### src/hdl/lpd_pkg.sv
package lpd_pkg;

   // header layout: 32-bit little-endian length, then 32-bit little-endian id
   localparam int HEADER_BYTES = 8;
   localparam int HDR_COUNT_W  = $clog2(HEADER_BYTES);
   localparam logic [HDR_COUNT_W-1:0] HDR_LAST = HDR_COUNT_W'(HEADER_BYTES - 1);

   localparam int BYTE_W = 8;
   localparam int WORD_W = 32;

   localparam logic [WORD_W-1:0] MAX_LEN_RESET = 32'd65535;

   // one result item
   typedef struct packed {
      logic [BYTE_W-1:0] payload_byte;
      logic [WORD_W-1:0] message_id;
      logic [WORD_W-1:0] message_length;
      logic              is_last;
      logic              is_empty;
      logic              length_error;
   } rsp_type;

   // replace one byte lane of a little-endian word
   function automatic logic [WORD_W-1:0] set_lane(input logic [WORD_W-1:0] word,
                                                  input logic [1:0]        lane,
                                                  input logic [BYTE_W-1:0] data);
      logic [WORD_W-1:0] res;
      res = word;
      case (lane)
         2'd0:    res[7:0]   = data;
         2'd1:    res[15:8]  = data;
         2'd2:    res[23:16] = data;
         2'd3:    res[31:24] = data;
         default: res = word;
      endcase
      return res;
   endfunction

endpackage

### src/hdl/lpd_parser.sv
module lpd_parser
   import lpd_pkg::*;
(
   input  logic              clock,
   input  logic              reset,
   input  logic              step,
   input  logic [BYTE_W-1:0] data_byte,
   input  logic [WORD_W-1:0] max_len,
   output logic              res_valid,
   output rsp_type           res
);

   logic [HDR_COUNT_W-1:0] header_count_ff, header_count_in;
   logic                   in_payload_ff, in_payload_in;
   logic [WORD_W-1:0]      length_reg_ff, length_reg_in;
   logic [WORD_W-1:0]      id_reg_ff, id_reg_in;
   logic [WORD_W-1:0]      remaining_ff, remaining_in;
   logic [WORD_W-1:0]      rem_dec;

   // next state and result for the byte in the input register
   always_comb begin
      header_count_in = header_count_ff;
      in_payload_in   = in_payload_ff;
      length_reg_in   = length_reg_ff;
      id_reg_in       = id_reg_ff;
      remaining_in    = remaining_ff;
      rem_dec         = remaining_ff - WORD_W'(1);

      res_valid          = 1'b0;
      res.payload_byte   = '0;
      res.message_id     = id_reg_ff;
      res.message_length = length_reg_ff;
      res.is_last        = 1'b0;
      res.is_empty       = 1'b0;
      res.length_error   = 1'b0;

      if (in_payload_ff) begin
         // payload byte: count down, mark the final one
         remaining_in     = rem_dec;
         res_valid        = 1'b1;
         res.payload_byte = data_byte;
         res.is_last      = (rem_dec == '0);
         if (rem_dec == '0) begin
            in_payload_in   = 1'b0;
            header_count_in = '0;
         end
      end else begin
         // header byte: length lanes first, id lanes after
         if (!header_count_ff[2]) begin
            length_reg_in = set_lane(length_reg_ff, header_count_ff[1:0], data_byte);
         end else begin
            id_reg_in = set_lane(id_reg_ff, header_count_ff[1:0], data_byte);
         end
         res.message_id = id_reg_in;

         if (header_count_ff != HDR_LAST) begin
            header_count_in = header_count_ff + HDR_COUNT_W'(1);
         end else begin
            header_count_in = '0;
            if (length_reg_ff > max_len) begin
               res_valid        = 1'b1;
               res.is_last      = 1'b1;
               res.length_error = 1'b1;
            end else if (length_reg_ff == '0) begin
               res_valid    = 1'b1;
               res.is_last  = 1'b1;
               res.is_empty = 1'b1;
            end else begin
               in_payload_in = 1'b1;
               remaining_in  = length_reg_ff;
            end
         end
      end
   end

   // deframer state
   always_ff @(posedge clock) begin
      if (reset) begin
         header_count_ff <= '0;
         in_payload_ff   <= 1'b0;
         length_reg_ff   <= '0;
         id_reg_ff       <= '0;
         remaining_ff    <= '0;
      end else if (step) begin
         header_count_ff <= header_count_in;
         in_payload_ff   <= in_payload_in;
         length_reg_ff   <= length_reg_in;
         id_reg_ff       <= id_reg_in;
         remaining_ff    <= remaining_in;
      end
   end

   // no header bytes are counted while payload is running
   assert property (@(posedge clock) disable iff (reset)
      in_payload_ff |-> (header_count_ff == '0))
      else $error("header count nonzero during payload");

   // an error or empty result always closes the message
   assert property (@(posedge clock) disable iff (reset)
      (res_valid && (res.length_error || res.is_empty)) |-> (res.is_last && !in_payload_ff))
      else $error("error or empty result not final");

   // error and empty never flag together
   assert property (@(posedge clock) disable iff (reset)
      res_valid |-> !(res.length_error && res.is_empty))
      else $error("error and empty both set");

   // a payload in flight always has bytes left
   assert property (@(posedge clock) disable iff (reset)
      in_payload_ff |-> (remaining_ff != '0))
      else $error("payload active with zero remaining");

endmodule

### src/hdl/lpd_out_reg.sv
module lpd_out_reg
   import lpd_pkg::*;
(
   input  logic    clock,
   input  logic    reset,
   input  logic    load,
   input  rsp_type res,
   input  logic    rsp_ready,
   output logic    rsp_valid,
   output rsp_type rsp_data,
   output logic    can_load
);

   logic    valid_ff, valid_in;
   rsp_type data_ff;

   // slot is free when empty or being taken this cycle
   assign can_load = !valid_ff || rsp_ready;

   always_comb begin
      valid_in = valid_ff;
      if (can_load) begin
         valid_in = load;
      end
   end

   // result register
   always_ff @(posedge clock) begin
      if (reset) begin
         valid_ff <= 1'b0;
      end else begin
         valid_ff <= valid_in;
      end
   end

   always_ff @(posedge clock) begin
      if (can_load && load) begin
         data_ff <= res;
      end
   end

   assign rsp_valid = valid_ff;
   assign rsp_data  = data_ff;

endmodule

### src/hdl/length_prefixed_deframer_core.sv
// channel   direction  handshake                  payload
// request   in         req_valid / req_ready      req_data_byte
// response  out        rsp_valid / rsp_ready      rsp_payload_byte .. rsp_length_error
// csr       in         csr_write_enable           csr_write_data (max payload length)
//
// one byte per cycle while the response side is not stalled: input register, one pass of deframe logic, result register
// an accepted request moves from the input register into the result register once the result slot can take it
// header bytes produce no response; each payload byte, empty or error produces one
// reset is synchronous, active high; max payload length returns to 65535
// a stalled response holds the result register and then the input register
module length_prefixed_deframer_core
   import lpd_pkg::*;
(
   input  logic              clock,
   input  logic              reset,
   input  logic              req_valid,
   output logic              req_ready,
   input  logic [BYTE_W-1:0] req_data_byte,
   output logic              rsp_valid,
   input  logic              rsp_ready,
   output logic [BYTE_W-1:0] rsp_payload_byte,
   output logic [WORD_W-1:0] rsp_message_id,
   output logic [WORD_W-1:0] rsp_message_length,
   output logic              rsp_is_last,
   output logic              rsp_is_empty,
   output logic              rsp_length_error,
   input  logic              csr_write_enable,
   input  logic [WORD_W-1:0] csr_write_data
);

   logic              in_valid_ff;
   logic [BYTE_W-1:0] in_byte_ff;
   logic [WORD_W-1:0] max_len_ff;
   logic              advance;
   logic              can_load;
   logic              res_valid;
   rsp_type           res;
   rsp_type           rsp_data;

   // byte leaves the input register when the result slot can take it
   assign advance   = in_valid_ff && can_load;
   assign req_ready = !in_valid_ff || advance;

   // input register
   always_ff @(posedge clock) begin
      if (reset) begin
         in_valid_ff <= 1'b0;
      end else if (req_ready) begin
         in_valid_ff <= req_valid;
      end
   end

   always_ff @(posedge clock) begin
      if (req_valid && req_ready) begin
         in_byte_ff <= req_data_byte;
      end
   end

   // max payload length register
   always_ff @(posedge clock) begin
      if (reset) begin
         max_len_ff <= MAX_LEN_RESET;
      end else if (csr_write_enable) begin
         max_len_ff <= csr_write_data;
      end
   end

   lpd_parser u_parser (
      .clock     (clock),
      .reset     (reset),
      .step      (advance),
      .data_byte (in_byte_ff),
      .max_len   (max_len_ff),
      .res_valid (res_valid),
      .res       (res)
   );

   lpd_out_reg u_out_reg (
      .clock     (clock),
      .reset     (reset),
      .load      (advance && res_valid),
      .res       (res),
      .rsp_ready (rsp_ready),
      .rsp_valid (rsp_valid),
      .rsp_data  (rsp_data),
      .can_load  (can_load)
   );

   assign rsp_payload_byte   = rsp_data.payload_byte;
   assign rsp_message_id     = rsp_data.message_id;
   assign rsp_message_length = rsp_data.message_length;
   assign rsp_is_last        = rsp_data.is_last;
   assign rsp_is_empty       = rsp_data.is_empty;
   assign rsp_length_error   = rsp_data.length_error;

endmodule

### config.mk
export PLATFORM = sky130hd
export DESIGN_NAME = length_prefixed_deframer_core
export DESIGN_NICKNAME = d
export VERILOG_FILES = /design/src/hdl/lpd_pkg.sv /design/src/hdl/lpd_parser.sv /design/src/hdl/lpd_out_reg.sv /design/src/hdl/length_prefixed_deframer_core.sv
export SDC_FILE = /design/constraint.sdc
export NUM_CORES = 1
export LEC_CHECK = 0
export BUFFER_PORTS_ARGS = -buffer_cell sky130_fd_sc_hd__buf_4
export CORE_UTILIZATION = 40
export DETAILED_ROUTE_END_ITERATION = 8
export HOLD_SLACK_MARGIN = 0.02
export SYNTH_ARGS = -nofsm -noshare
export SYNTH_HDL_FRONTEND = slang
export SYNTH_SLANG_ARGS = --single-unit
### constraint.sdc
create_clock -name clock -period 12.4 [get_ports clock]
set_input_delay 1.86 -clock clock [delete_from_list [all_inputs] [get_ports clock]]
set_output_delay 1.86 -clock clock [all_outputs]
set_load 0.02 [all_outputs]
# Yosys cells after proc, flatten, opt, wreduce, memory -nomap -nowiden

Cells that the tools add are included.

Flip-flop bits (word level): 217
Bits in latches: 0
Memory bits (writable): 0
Bits in read-only memories: 0
Input port bits: 45
Output and inout bits: 77
Logic and storage cells: 78
Memories: 0

Add/subtract/negate cells: 2
Multipliers: 0
Div/mod/pow operators: 0
Magnitude comparators: 1
Equal/unequal tests: 8
Shift-type cells: 0
Muxes and demuxes: 28
Bitwise gates (word level): 2
Reduce and logical (&&, ||, !) cells: 19

Operators by type and width:

| cell                                                   | count |
|---|---|
| 2-to-1 mux 32 bit                                      | 6 |
| zero test 32 bit                                       | 2 |
| greater-than comparator 32 bit                         | 1 |
| 2-to-1 mux 8 bit                                       | 4 |
| subtractor 32 x 1 -> 32 bit (second input constant)    | 1 |
| AND reduction 4 bit                                    | 5 |
| 2-to-1 mux 1 bit                                       | 13 |
| 2-to-1 mux 3 bit                                       | 4 |
| inequality test 2 x 1 -> 1 bit (second input constant) | 3 |
| equality test 2 bit (second input constant)            | 2 |
| logical AND 1 bit                                      | 4 |
| adder 3 x 1 -> 3 bit (second input constant)           | 1 |
| inequality test 3 bit (second input constant)          | 1 |
| OR reduction 3 bit                                     | 1 |
| equality test 2 x 1 -> 1 bit (second input constant)   | 1 |
| zero test 1 bit                                        | 2 |
| zero test 2 bit                                        | 1 |
| logical OR 1 bit                                       | 2 |
| 2-to-1 mux 2 bit                                       | 1 |
| inequality test 2 bit (second input constant)          | 1 |
| inverter 1 bit                                         | 2 |
| AND reduction 2 bit                                    | 1 |
| OR reduction 2 bit                                     | 1 |

# Logic depth before layout (Yosys ltp)

Gate-level depths: netlist of the first run.

Depth after elaboration: 7
Depth in mapped cells: 10
Mapped depth without buffers: 9

# Cells and area by module

Synthesis of the first run repeated with hierarchy kept, for this count alone.

Cell total of the unflattened synthesis: 961
Area total of the unflattened synthesis: 9786.9 µm²

Modules (own cells, without submodules):

| module                        | times used | cells an instance | area an instance (µm²) | sequential area each (µm²) |
|---|---|---|---|---|
| lpd_parser                    | 1          | 761               | 6002.0                 | 2001.9 |
| lpd_out_reg                   | 1          | 80                | 2307.2                 | 2272.2 |
| length_prefixed_deframer_core | 1          | 120               | 1477.7                 | 900.9 |

# Least setup slack after synthesis of the first run

Ideal clock, no wire load.

Path type: input to register
Start: input port rsp_ready
End: register u_out_reg.data_ff (netlist bit u_out_reg.rsp_data[0]), enable pin
Library setup time: 509 ps
Arrival time: 5669 ps
Data required time: 11891 ps
Setup slack: 6222 ps
Stages on the path: 5
Buffers on the path: 2
Path through: nand2b_1 -> nand2_1 -> clkbuf_1 -> buf_1 -> nor2_1

Cells in the longest elaborated chain, start to end: 4

Ends and longest elaborated chain:

| element                | line                                | RTL |
|---|---|---|
| start: declaration     | length_prefixed_deframer_core.sv:20 | `input logic rsp_ready,` |
| logical OR 1 bit (*)   | lpd_out_reg.sv:18                   | `assign can_load = !valid_ff \|\| rsp_ready;` |
| logical AND 1 bit      | length_prefixed_deframer_core.sv:41 | `assign advance = in_valid_ff && can_load;` |
| logical AND 1 bit      | length_prefixed_deframer_core.sv:81 | `.load (advance && res_valid),` |
| logical AND 1 bit (*)  | lpd_out_reg.sv:37                   | `if (can_load && load) begin` |
| end signal: assignment | lpd_out_reg.sv:38                   | `data_ff <= res;` |
| end: declaration       | lpd_out_reg.sv:15                   | `rsp_type data_ff;` |

Every way passes the cells marked *; elsewhere a longest branch is shown, timed or not.
A chain may end at the register's enable or synchronous reset.

# Final worst setup path of the first run

Start: input port rsp_ready
End: output port req_ready

Cells in the longest elaborated chain, start to end: 3

Ends and longest elaborated chain:

| element           | line                                | RTL |
|---|---|---|
| logical OR 1 bit  | lpd_out_reg.sv:18                   |  |
| logical AND 1 bit | length_prefixed_deframer_core.sv:41 |  |
| logical OR 1 bit  | length_prefixed_deframer_core.sv:42 | `assign req_ready = !in_valid_ff \|\| advance;` |
| end: declaration  | length_prefixed_deframer_core.sv:17 | `output logic req_ready,` |

Every way passes these cells.

==> run_results.csv, run 1 <==
group,metric,value,unit
worst_hold_path,worstHoldPathType,"reg2reg",
placed_design,port-buffer-count,121,
sta,max-slew-margin-rel,35.3,%
yosys,avgSynthCellArea,9.73,um^2
critical_path,critical_path.most_common_cell,"sky130_fd_sc_hd__buf_4",
sta,grt_setup_unrepaired,"no",
die,ios,122,
run,drv_cap,0,
power_and_ir_drop,switching_share,23.1,%
yosys,netlist_instances,1060,
worst_hold_path,hp-start,"u_parser.id_reg_ff[17]",
routing,antenna_nets_post_route,0,
die,core_area,25300,um^2
clocking,cts.sinks,217,
routing,detail_route.vias_per_cell,5.40,
routing,dr.pass1.iters,5,
yosys,syn_nets,1144,
placed_design,gp_routability_congestion,0.803,
die,floorplan.initialDensity,40.8,%
cells_and_area,area.growth.synth_to_final,17.5,%
critical_path,critical-path-top-delay-family,"buffers and inverters",
critical_path,setup.worst_path.start_class,"primary input",
routing,drc_errors,0,
power_and_ir_drop,p_per_area,127,nW/um^2
cells_and_area,fin_nets,1224,
critical_path,critical_path.startpoint,"rsp_ready",
global_route,grt_pass1_vias,7735,
sta,skew,0.0232,ns
cells_and_area,share_of_final_layout_standard_cells_stronger_than_drive_strength_1,21.1,%
placed_design,dp_worst_setup_slack,8.19,ns
clocking,post_cts_repair_timing_setup_buffer_count,0,
clocking,clock_buffers_created_by_tritoncts,24,
power_and_ir_drop,power.static_leakage,4.60,nW
global_route,grt_usage,20.2,%
yosys,ffs_w_async_s_r_synth,0,%
power_and_ir_drop,net-switching-power,356,uW
critical_path,rr_startpoint,"u_parser.length_reg_ff[15]",
yosys,synthesis_warnings,0,
yosys,synth_top_cell_area_share,26.0,%
cells_and_area,final_core_util,48.0,%
global_route,grt_pass1_wl,42.1,mm
power_and_ir_drop,share_comb_of_total_power,5.0,%
power_and_ir_drop,max-vdd-ir-drop,83.7,uV
sta,hold-worst-slack,0.451,ns
yosys,synth_enable_flop_cells,83,
sta,layout_min_cycle_time,4.22,ns
cells_and_area,diodes,0,
clocking,clockBufferDepth,3,
sta,fmaxAchievable,237,MHz
critical_path,timing.critical_path.slowest_stage_cell,"sky130_fd_sc_hd__buf_4",
sta,drv_slew,0,
clocking,clock_insertion_delay_worst_skew,0.53,ns
critical_path,critPathRequiredTime,10.54,ns
die,floorplan_die_width,163,um
clocking,clk_transition_reported_paths,0.06,ns
clocking,cts-root-buf,"sky130_fd_sc_hd__clkbuf_16",
critical_path,critical_path.cell_chain,"buf_4 > nor2b_1 > nand2_1 > buf_4",
yosys,synth_most_common_cell,"sky130_fd_sc_hd__nand2_1",
yosys,largest_area_contributor_in_the_netlist,"sky130_fd_sc_hd__dfxtp_1",
global_route,grt_antenna_before_repair,0,
sta,final.setup.worst_slack,8.18,ns
sta,hold_viol_final,0,
critical_path,highest_net_fanout_along_the_worst_path,2,
die,floorplan.die.height,163,um
placed_design,dp_hpwl,17.5,mm
clocking,hold_buffers_post_cts,0,
critical_path,crit_path_max_incr_delay,0.16,ns
routing,vias,8031,
sta,tightestPinTransition,0.971,ns
critical_path,cp_num_buf_inv,2,
yosys,ys_ff_latch,217,
clocking,postCtsResizedCells,0,
yosys,ys.flop_type,"sky130_fd_sc_hd__dfxtp_1",
yosys,sequential_cell_area_fraction_in_the_yosys_report,50.2,%
critical_path,critical_path.endpoint_type,"primary output",
clocking,maximum_level_of_the_cts_h_tree,1,
routing,drt-wirelength-per-cell,17.9,um
routing,drt_iter0_markers,578,
power_and_ir_drop,fin_total_pwr,1.54,mW
yosys,synth_common_cells,"sky130_fd_sc_hd__nand2_1, sky130_fd_sc_hd__dfxtp_1, sky130_fd_sc_hd__a21oi_1",
critical_path,worst_ep_arrival_time,2.36,ns
outcome,result_of_the_run,"finished, final reports clean",
power_and_ir_drop,power.sequential.fraction,49.3,%
sta,totalNegativeSetupSlack,0,ns
power_and_ir_drop,clockPowerShare,45.7,%
sta,final-setup-viol-count,0,
yosys,ys_types,74,
routing,postRouteWirelength,26.6,mm
power_and_ir_drop,power.internal,1.18,mW
critical_path,path_class,"in2out",
die,num_rows,58,
global_route,pin_count_of_the_biggest_net_entering_global_routing,81,
yosys,synthesis.area,10300,um^2
sta,period_share,34.0,%
yosys,synth.area.top_cells,"sky130_fd_sc_hd__dfxtp_1, sky130_fd_sc_hd__edfxtp_1, sky130_fd_sc_hd__a21oi_1",
clocking,cts_tree,"yes",
global_route,grt_remaining_overflow,0,
die,die_area,26400,um^2
==> cell usage in the layout, fill, tap and decap left out, types with 3 or more instances in the layout <==
master / n
sky130_fd_sc_hd__nand2_1: 147
sky130_fd_sc_hd__dfxtp_1: 134
sky130_fd_sc_hd__buf_4: 129
sky130_fd_sc_hd__a21oi_1: 125
sky130_fd_sc_hd__edfxtp_1: 83
sky130_fd_sc_hd__nand3_1: 67
sky130_fd_sc_hd__inv_1: 62
sky130_fd_sc_hd__nor2_1: 48
sky130_fd_sc_hd__ha_1: 39
sky130_fd_sc_hd__mux2_2: 32
sky130_fd_sc_hd__mux2i_1: 32
sky130_fd_sc_hd__clkbuf_16: 24
sky130_fd_sc_hd__nor3_1: 19
sky130_fd_sc_hd__o211ai_1: 18
sky130_fd_sc_hd__o21ai_0: 16
sky130_fd_sc_hd__o22a_1: 16
sky130_fd_sc_hd__nor4_1: 15
sky130_fd_sc_hd__nand4_1: 13
sky130_fd_sc_hd__and2_1: 12
sky130_fd_sc_hd__a2bb2oi_1: 8
sky130_fd_sc_hd__clkinv_2: 8
sky130_fd_sc_hd__or3_1: 7
sky130_fd_sc_hd__nor2b_1: 6
sky130_fd_sc_hd__a21o_1: 5
sky130_fd_sc_hd__or2_2: 5
sky130_fd_sc_hd__clkbuf_8: 5
sky130_fd_sc_hd__nand2b_1: 4
sky130_fd_sc_hd__nand4_2: 4
sky130_fd_sc_hd__o221a_2: 4
sky130_fd_sc_hd__o21ai_2: 3
sky130_fd_sc_hd__nand3b_1: 3
sky130_fd_sc_hd__o32ai_1: 3
==> metal layers <==
| metal | vias up | global-route usage (%) | wire (um) |
|---|---|---|---|
| li1 | 3939 | - | - |
| met1 | 3817 | 27.4 | 12200 |
| met2 | 226 | 33.4 | 12300 |
| met3 | 49 | 2.78 | 1340 |
| met4 | 0 | 5.90 | 727 |
| met5 | - | 0 | 0 |
==> power by group through the flow <==
stage | Sequential, mW | Combinational [mW] | Clock [mW]
3_5_place_dp | 0.775 | 0.0772 | 0
5_1_grt | 0.761 | 0.0867 | 0.744
2_1_floorplan | 0.766 | 0.0547 | 0
6_report | 0.760 | 0.0774 | 0.703
4_1_cts | 0.760 | 0.0775 | 0.721
3_3_place_gp | 0.775 | 0.0760 | 0
==> worst min-delay path, cell delays in order, from the launching register on <==
cell,delay [ns]
sky130_fd_sc_hd__dfxtp_1,0.30
sky130_fd_sc_hd__nand2_1,0.05
sky130_fd_sc_hd__a21oi_1,0.05
==> through the flow <==
| stage | instances | instance area (um^2) |
|---|---|---|
| floorplan | 1060 | 10300 |
| global placement | 1444 | 11300 |
| detailed placement | 1444 | 11300 |
| CTS | 1488 | 12100 |
| global route | 1488 | 12100 |
| finish | 1488 | 12100 |
==> registers in the layout, indices dropped and copies added (netlist names), 3 cells and up <==
register,count
u_parser.header_count_ff,3
u_out_reg.rsp_data,75
max_len_ff,32
u_parser.length_reg_ff,32
in_byte_ff,8
u_parser.id_reg_ff,32
u_parser.remaining_ff,32
==> path summary, 6_finish.rpt <==
check | end | slack (ns) | depth (start not counted)
hold / removal | u_parser.id_reg_ff[17] | 0.45 | 2
setup / recovery | req_ready | 8.18 | 4
setup reg to reg | u_out_reg.rsp_data[65] | 8.66 | 8
hold reg to reg | u_parser.id_reg_ff[17] | 0.45 | 2
==> cell families (layout without fill, tap and decap cells) <==
kind of cell | count (synthesis) | count (layout) | synth area share [%]
compound gates | 223 | 223 | 13.7
xor+xnor | 3 | 3 | 0.328
fa+ha+maj | 39 | 39 | 4.73
buf+inv | 138 | 236 | 6.07
flops | 217 | 217 | 50.2
mux | 64 | 64 | 6.60
simple gates | 376 | 376 | 18.4
==> area by class of cell <==
cell class                 count  area (um^2)
timing repair buffer         129          968
fill                        2413        13100
inverter                      63          236
clock buffer                  31          677
clock inverter                13          108
tap                          330          413
sequential                   217         5170
multi-input combinational    705         4550
Power figures use the tool's default switching activity.
==> run 2: changes to the inputs <==
Settings changed: ABC_AREA from default to 1.
Clock period 12.4 ns to 3.9 ns, I/O delays scaled along.
==> run 2 against run 1 <==
  * Clock power increased to 3.6 times the previous value
  * Die area decreased by 0.73%
  * Synthesized cell count increased by 20%
  * Critical path type is now reg2reg
  * Flip-flop and latch count unchanged
  * Clock skew decreased by 0.0091 ns
  * Combinational power increased to 4.1 times the previous value
  * Routed wire length increased by 5.9%
  * Global-route usage increased by 1.4 points
  * Register-to-register slack got worse by 7.8 ns
  * Sequential power increased to 3.2 times the previous value
  * Setup slack got worse by 7.3 ns
==> run_results.csv, run 2 <==
group,metric,value,unit
power_and_ir_drop,power.static_leakage,5.81,nW
routing,antenna_nets_post_route,0,
yosys,synthesis_warnings,0,
clocking,clk_transition_reported_paths,0.06,ns
global_route,grt_usage,21.6,%
clocking,postCtsResizedCells,0,
routing,postRouteWirelength,28.2,mm
critical_path,setup.worst_path.start_class,"register",
clocking,cts.sinks,217,
cells_and_area,flip_flop_count_of_the_largest_register_all_copies_and_words_added,75,
yosys,synth.area.top_cells,"sky130_fd_sc_hd__dfxtp_1, sky130_fd_sc_hd__edfxtp_1, sky130_fd_sc_hd__o21ai_0",
routing,met2WireLength,13.2,mm
routing,drt_iter0_markers,773,
critical_path,worst_ep_arrival_time,3.16,ns
routing,vias,8804,
placed_design,placedCellCount,1689,
run,drv_cap,0,
clocking,clockBufferDepth,3,
cells_and_area,fin_cells,1733,
yosys,ys.flop_type,"sky130_fd_sc_hd__dfxtp_1",
sta,drv_slew,0,
placed_design,placement.cell_area,11500,um^2
clocking,clock_insertion_delay_worst_skew,0.52,ns
yosys,ys_types,34,
routing,detail_route.vias_per_cell,5.08,
sta,totalNegativeSetupSlack,0,ns
yosys,syn_nets,1358,
global_route,grt_pass1_wl,44.7,mm
yosys,synthesis.area,10200,um^2
placed_design,dp_worst_setup_slack,0.905,ns
critical_path,highest_net_fanout_along_the_worst_path,40,
cells_and_area,most-common-layout-cells,"sky130_fd_sc_hd__nor2_1, sky130_fd_sc_hd__nand2_1, sky130_fd_sc_hd__o21ai_0, sky130_fd_sc_hd__inv_1, sky130_fd_sc_hd__buf_4",
cells_and_area,fin_nets,1469,
clocking,post_cts_repair_timing_setup_buffer_count,0,
critical_path,critPathRequiredTime,4.05,ns
clocking,cts_tree,"yes",
placed_design,port-buffer-count,121,
routing,dr.pass1.iters,5,
sta,final.setup.worst_slack,0.885,ns
cells_and_area,area.growth.synth_to_final,20.7,%
yosys,netlist_instances,1274,
sta,layout_min_cycle_time,3.02,ns
cells_and_area,final_core_util,49.2,%
placed_design,gp_routability_congestion,0.932,
yosys,sequential_cell_area_fraction_in_the_yosys_report,50.5,%
global_route,grt_remaining_overflow,0,
die,num_rows,58,
sta,skew,0.0140,ns
yosys,synth_common_cells,"sky130_fd_sc_hd__nor2_1, sky130_fd_sc_hd__nand2_1, sky130_fd_sc_hd__o21ai_0",
sta,final-setup-viol-count,0,
cells_and_area,diodes,0,
cells_and_area,final_common_cell,"sky130_fd_sc_hd__nor2_1",
die,core_area,25100,um^2
global_route,grt_antenna_before_repair,0,
yosys,synth_top_cell_area_share,26.2,%
sta,tightestPinTransition,0.923,ns
clocking,cts-root-buf,"sky130_fd_sc_hd__clkbuf_16",
yosys,ys_ff_latch,217,
clocking,hold_buffers_post_cts,0,
critical_path,critical_path.endpoint_type,"register",
clocking,maximum_level_of_the_cts_h_tree,1,
cells_and_area,finalInstanceArea,12400,um^2
routing,met1_wire_length,12.9,mm
yosys,synth_enable_flop_cells,83,
yosys,avgSynthCellArea,8.04,um^2
sta,period_share,77.3,%
sta,max-slew-margin-rel,38.2,%
yosys,largest_area_contributor_in_the_netlist,"sky130_fd_sc_hd__dfxtp_1",
power_and_ir_drop,fin_total_pwr,5.27,mW
die,ios,122,
cells_and_area,share_of_final_layout_standard_cells_stronger_than_drive_strength_1,15.4,%
sta,hold-worst-slack,0.248,ns
routing,drt-wirelength-per-cell,16.2,um
power_and_ir_drop,p_per_area,426,nW/um^2
routing,drc_errors,0,
die,floorplan.die.height,162,um
yosys,ffs_w_async_s_r_synth,0,%
die,die_area,26200,um^2
sta,grt_setup_unrepaired,"no",
global_route,pin_count_of_the_biggest_net_entering_global_routing,60,
outcome,result_of_the_run,"finished, final reports clean",
sta,fmaxAchievable,332,MHz
die,floorplan_die_width,162,um
global_route,grt_pass1_vias,8273,
placed_design,dp_hpwl,19.6,mm
routing,detailroute.wirelength.met3,1.28,mm
die,floorplan.initialDensity,40.8,%
power_and_ir_drop,max-vdd-ir-drop,262,uV
sta,hold_viol_final,0,
critical_path,path_class,"reg2reg",
yosys,synth_most_common_cell,"sky130_fd_sc_hd__nor2_1",
worst_hold_path,worstHoldPathType,"in2reg",
routing,top_layer_in_use,"met4",
clocking,clock_buffers_created_by_tritoncts,24,
==> run 2: changes by cell type after synthesis, moves of 37 or more <==
cell	delta
sky130_fd_sc_hd__o21ai_0	+159
sky130_fd_sc_hd__nand3_1	-37
sky130_fd_sc_hd__nand2_1	+67
sky130_fd_sc_hd__a21oi_1	-37
sky130_fd_sc_hd__inv_1	+76
sky130_fd_sc_hd__nor2_1	+170
==> run 2: worst max-delay path: stages, from the launching register on <==
cell and delay, ns:
sky130_fd_sc_hd__dfxtp_1 0.37, sky130_fd_sc_hd__ha_1 0.32, sky130_fd_sc_hd__nand2_1 0.08, sky130_fd_sc_hd__nor2_1 0.13, sky130_fd_sc_hd__nand2_1 0.11, sky130_fd_sc_hd__nor4_2 0.49
sky130_fd_sc_hd__nand2_1 0.11, sky130_fd_sc_hd__nand2_1 0.10, sky130_fd_sc_hd__nand2_1 0.08, sky130_fd_sc_hd__nand2_1 0.07, sky130_fd_sc_hd__nand2_1 0.05, sky130_fd_sc_hd__nand2_1 0.07
sky130_fd_sc_hd__nand2_1 0.10, sky130_fd_sc_hd__inv_2 0.08, sky130_fd_sc_hd__buf_4 0.46
==> run 2: layer usage <==
metal | vias to the layer above | GRT usage [%]
li1 | 4426 | -
met4 | 0 | 6.65
met2 | 268 | 36.4
met1 | 4059 | 29.0
met5 | - | 0
met3 | 51 | 2.60
==> run 2: cell type report <==
type | instances | area [um^2]
clock buffer | 33 | 664
clock inverter | 11 | 215
fill | 2469 | 12700
inverter | 141 | 529
multi-input combinational | 865 | 4330
sequential | 217 | 5180
tap | 330 | 413
timing repair buffer | 136 | 1030
==> run 2: cells by family (layout without fill, tap and decap cells) <==
group	Yosys count	in the layout	synth area share (%)
xor+xnor	1	1	0.0856
fa+ha+maj	39	39	4.77
simple gates	536	536	22.9
flops	217	217	50.5
buf+inv	192	321	7.17
compound gates	289	289	14.5
==> run 2: power by group <==
| group | leakage (nW) | total [mW] | switching, mW | internal [mW] |
|---|---|---|---|---|
| sequential | 1.89 | 2.45 | 0.0377 | 2.41 |
| clock | 0.429 | 2.50 | 0.913 | 1.59 |
| combinational | 3.49 | 0.319 | 0.204 | 0.115 |
==> run 2: worst paths after layout <==
check | startpoint | endpoint | slack (ns) | depth (start not counted)
setup / recovery | u_parser.length_reg_ff[31] | u_out_reg.rsp_data[11] | 0.88 | 14
hold / removal | req_data_byte[7] | in_byte_ff[7] | 0.25 | 1
setup reg to reg | u_parser.length_reg_ff[31] | u_out_reg.rsp_data[11] | 0.88 | 14
hold reg to reg | max_len_ff[29] | max_len_ff[29] | 0.46 | 2
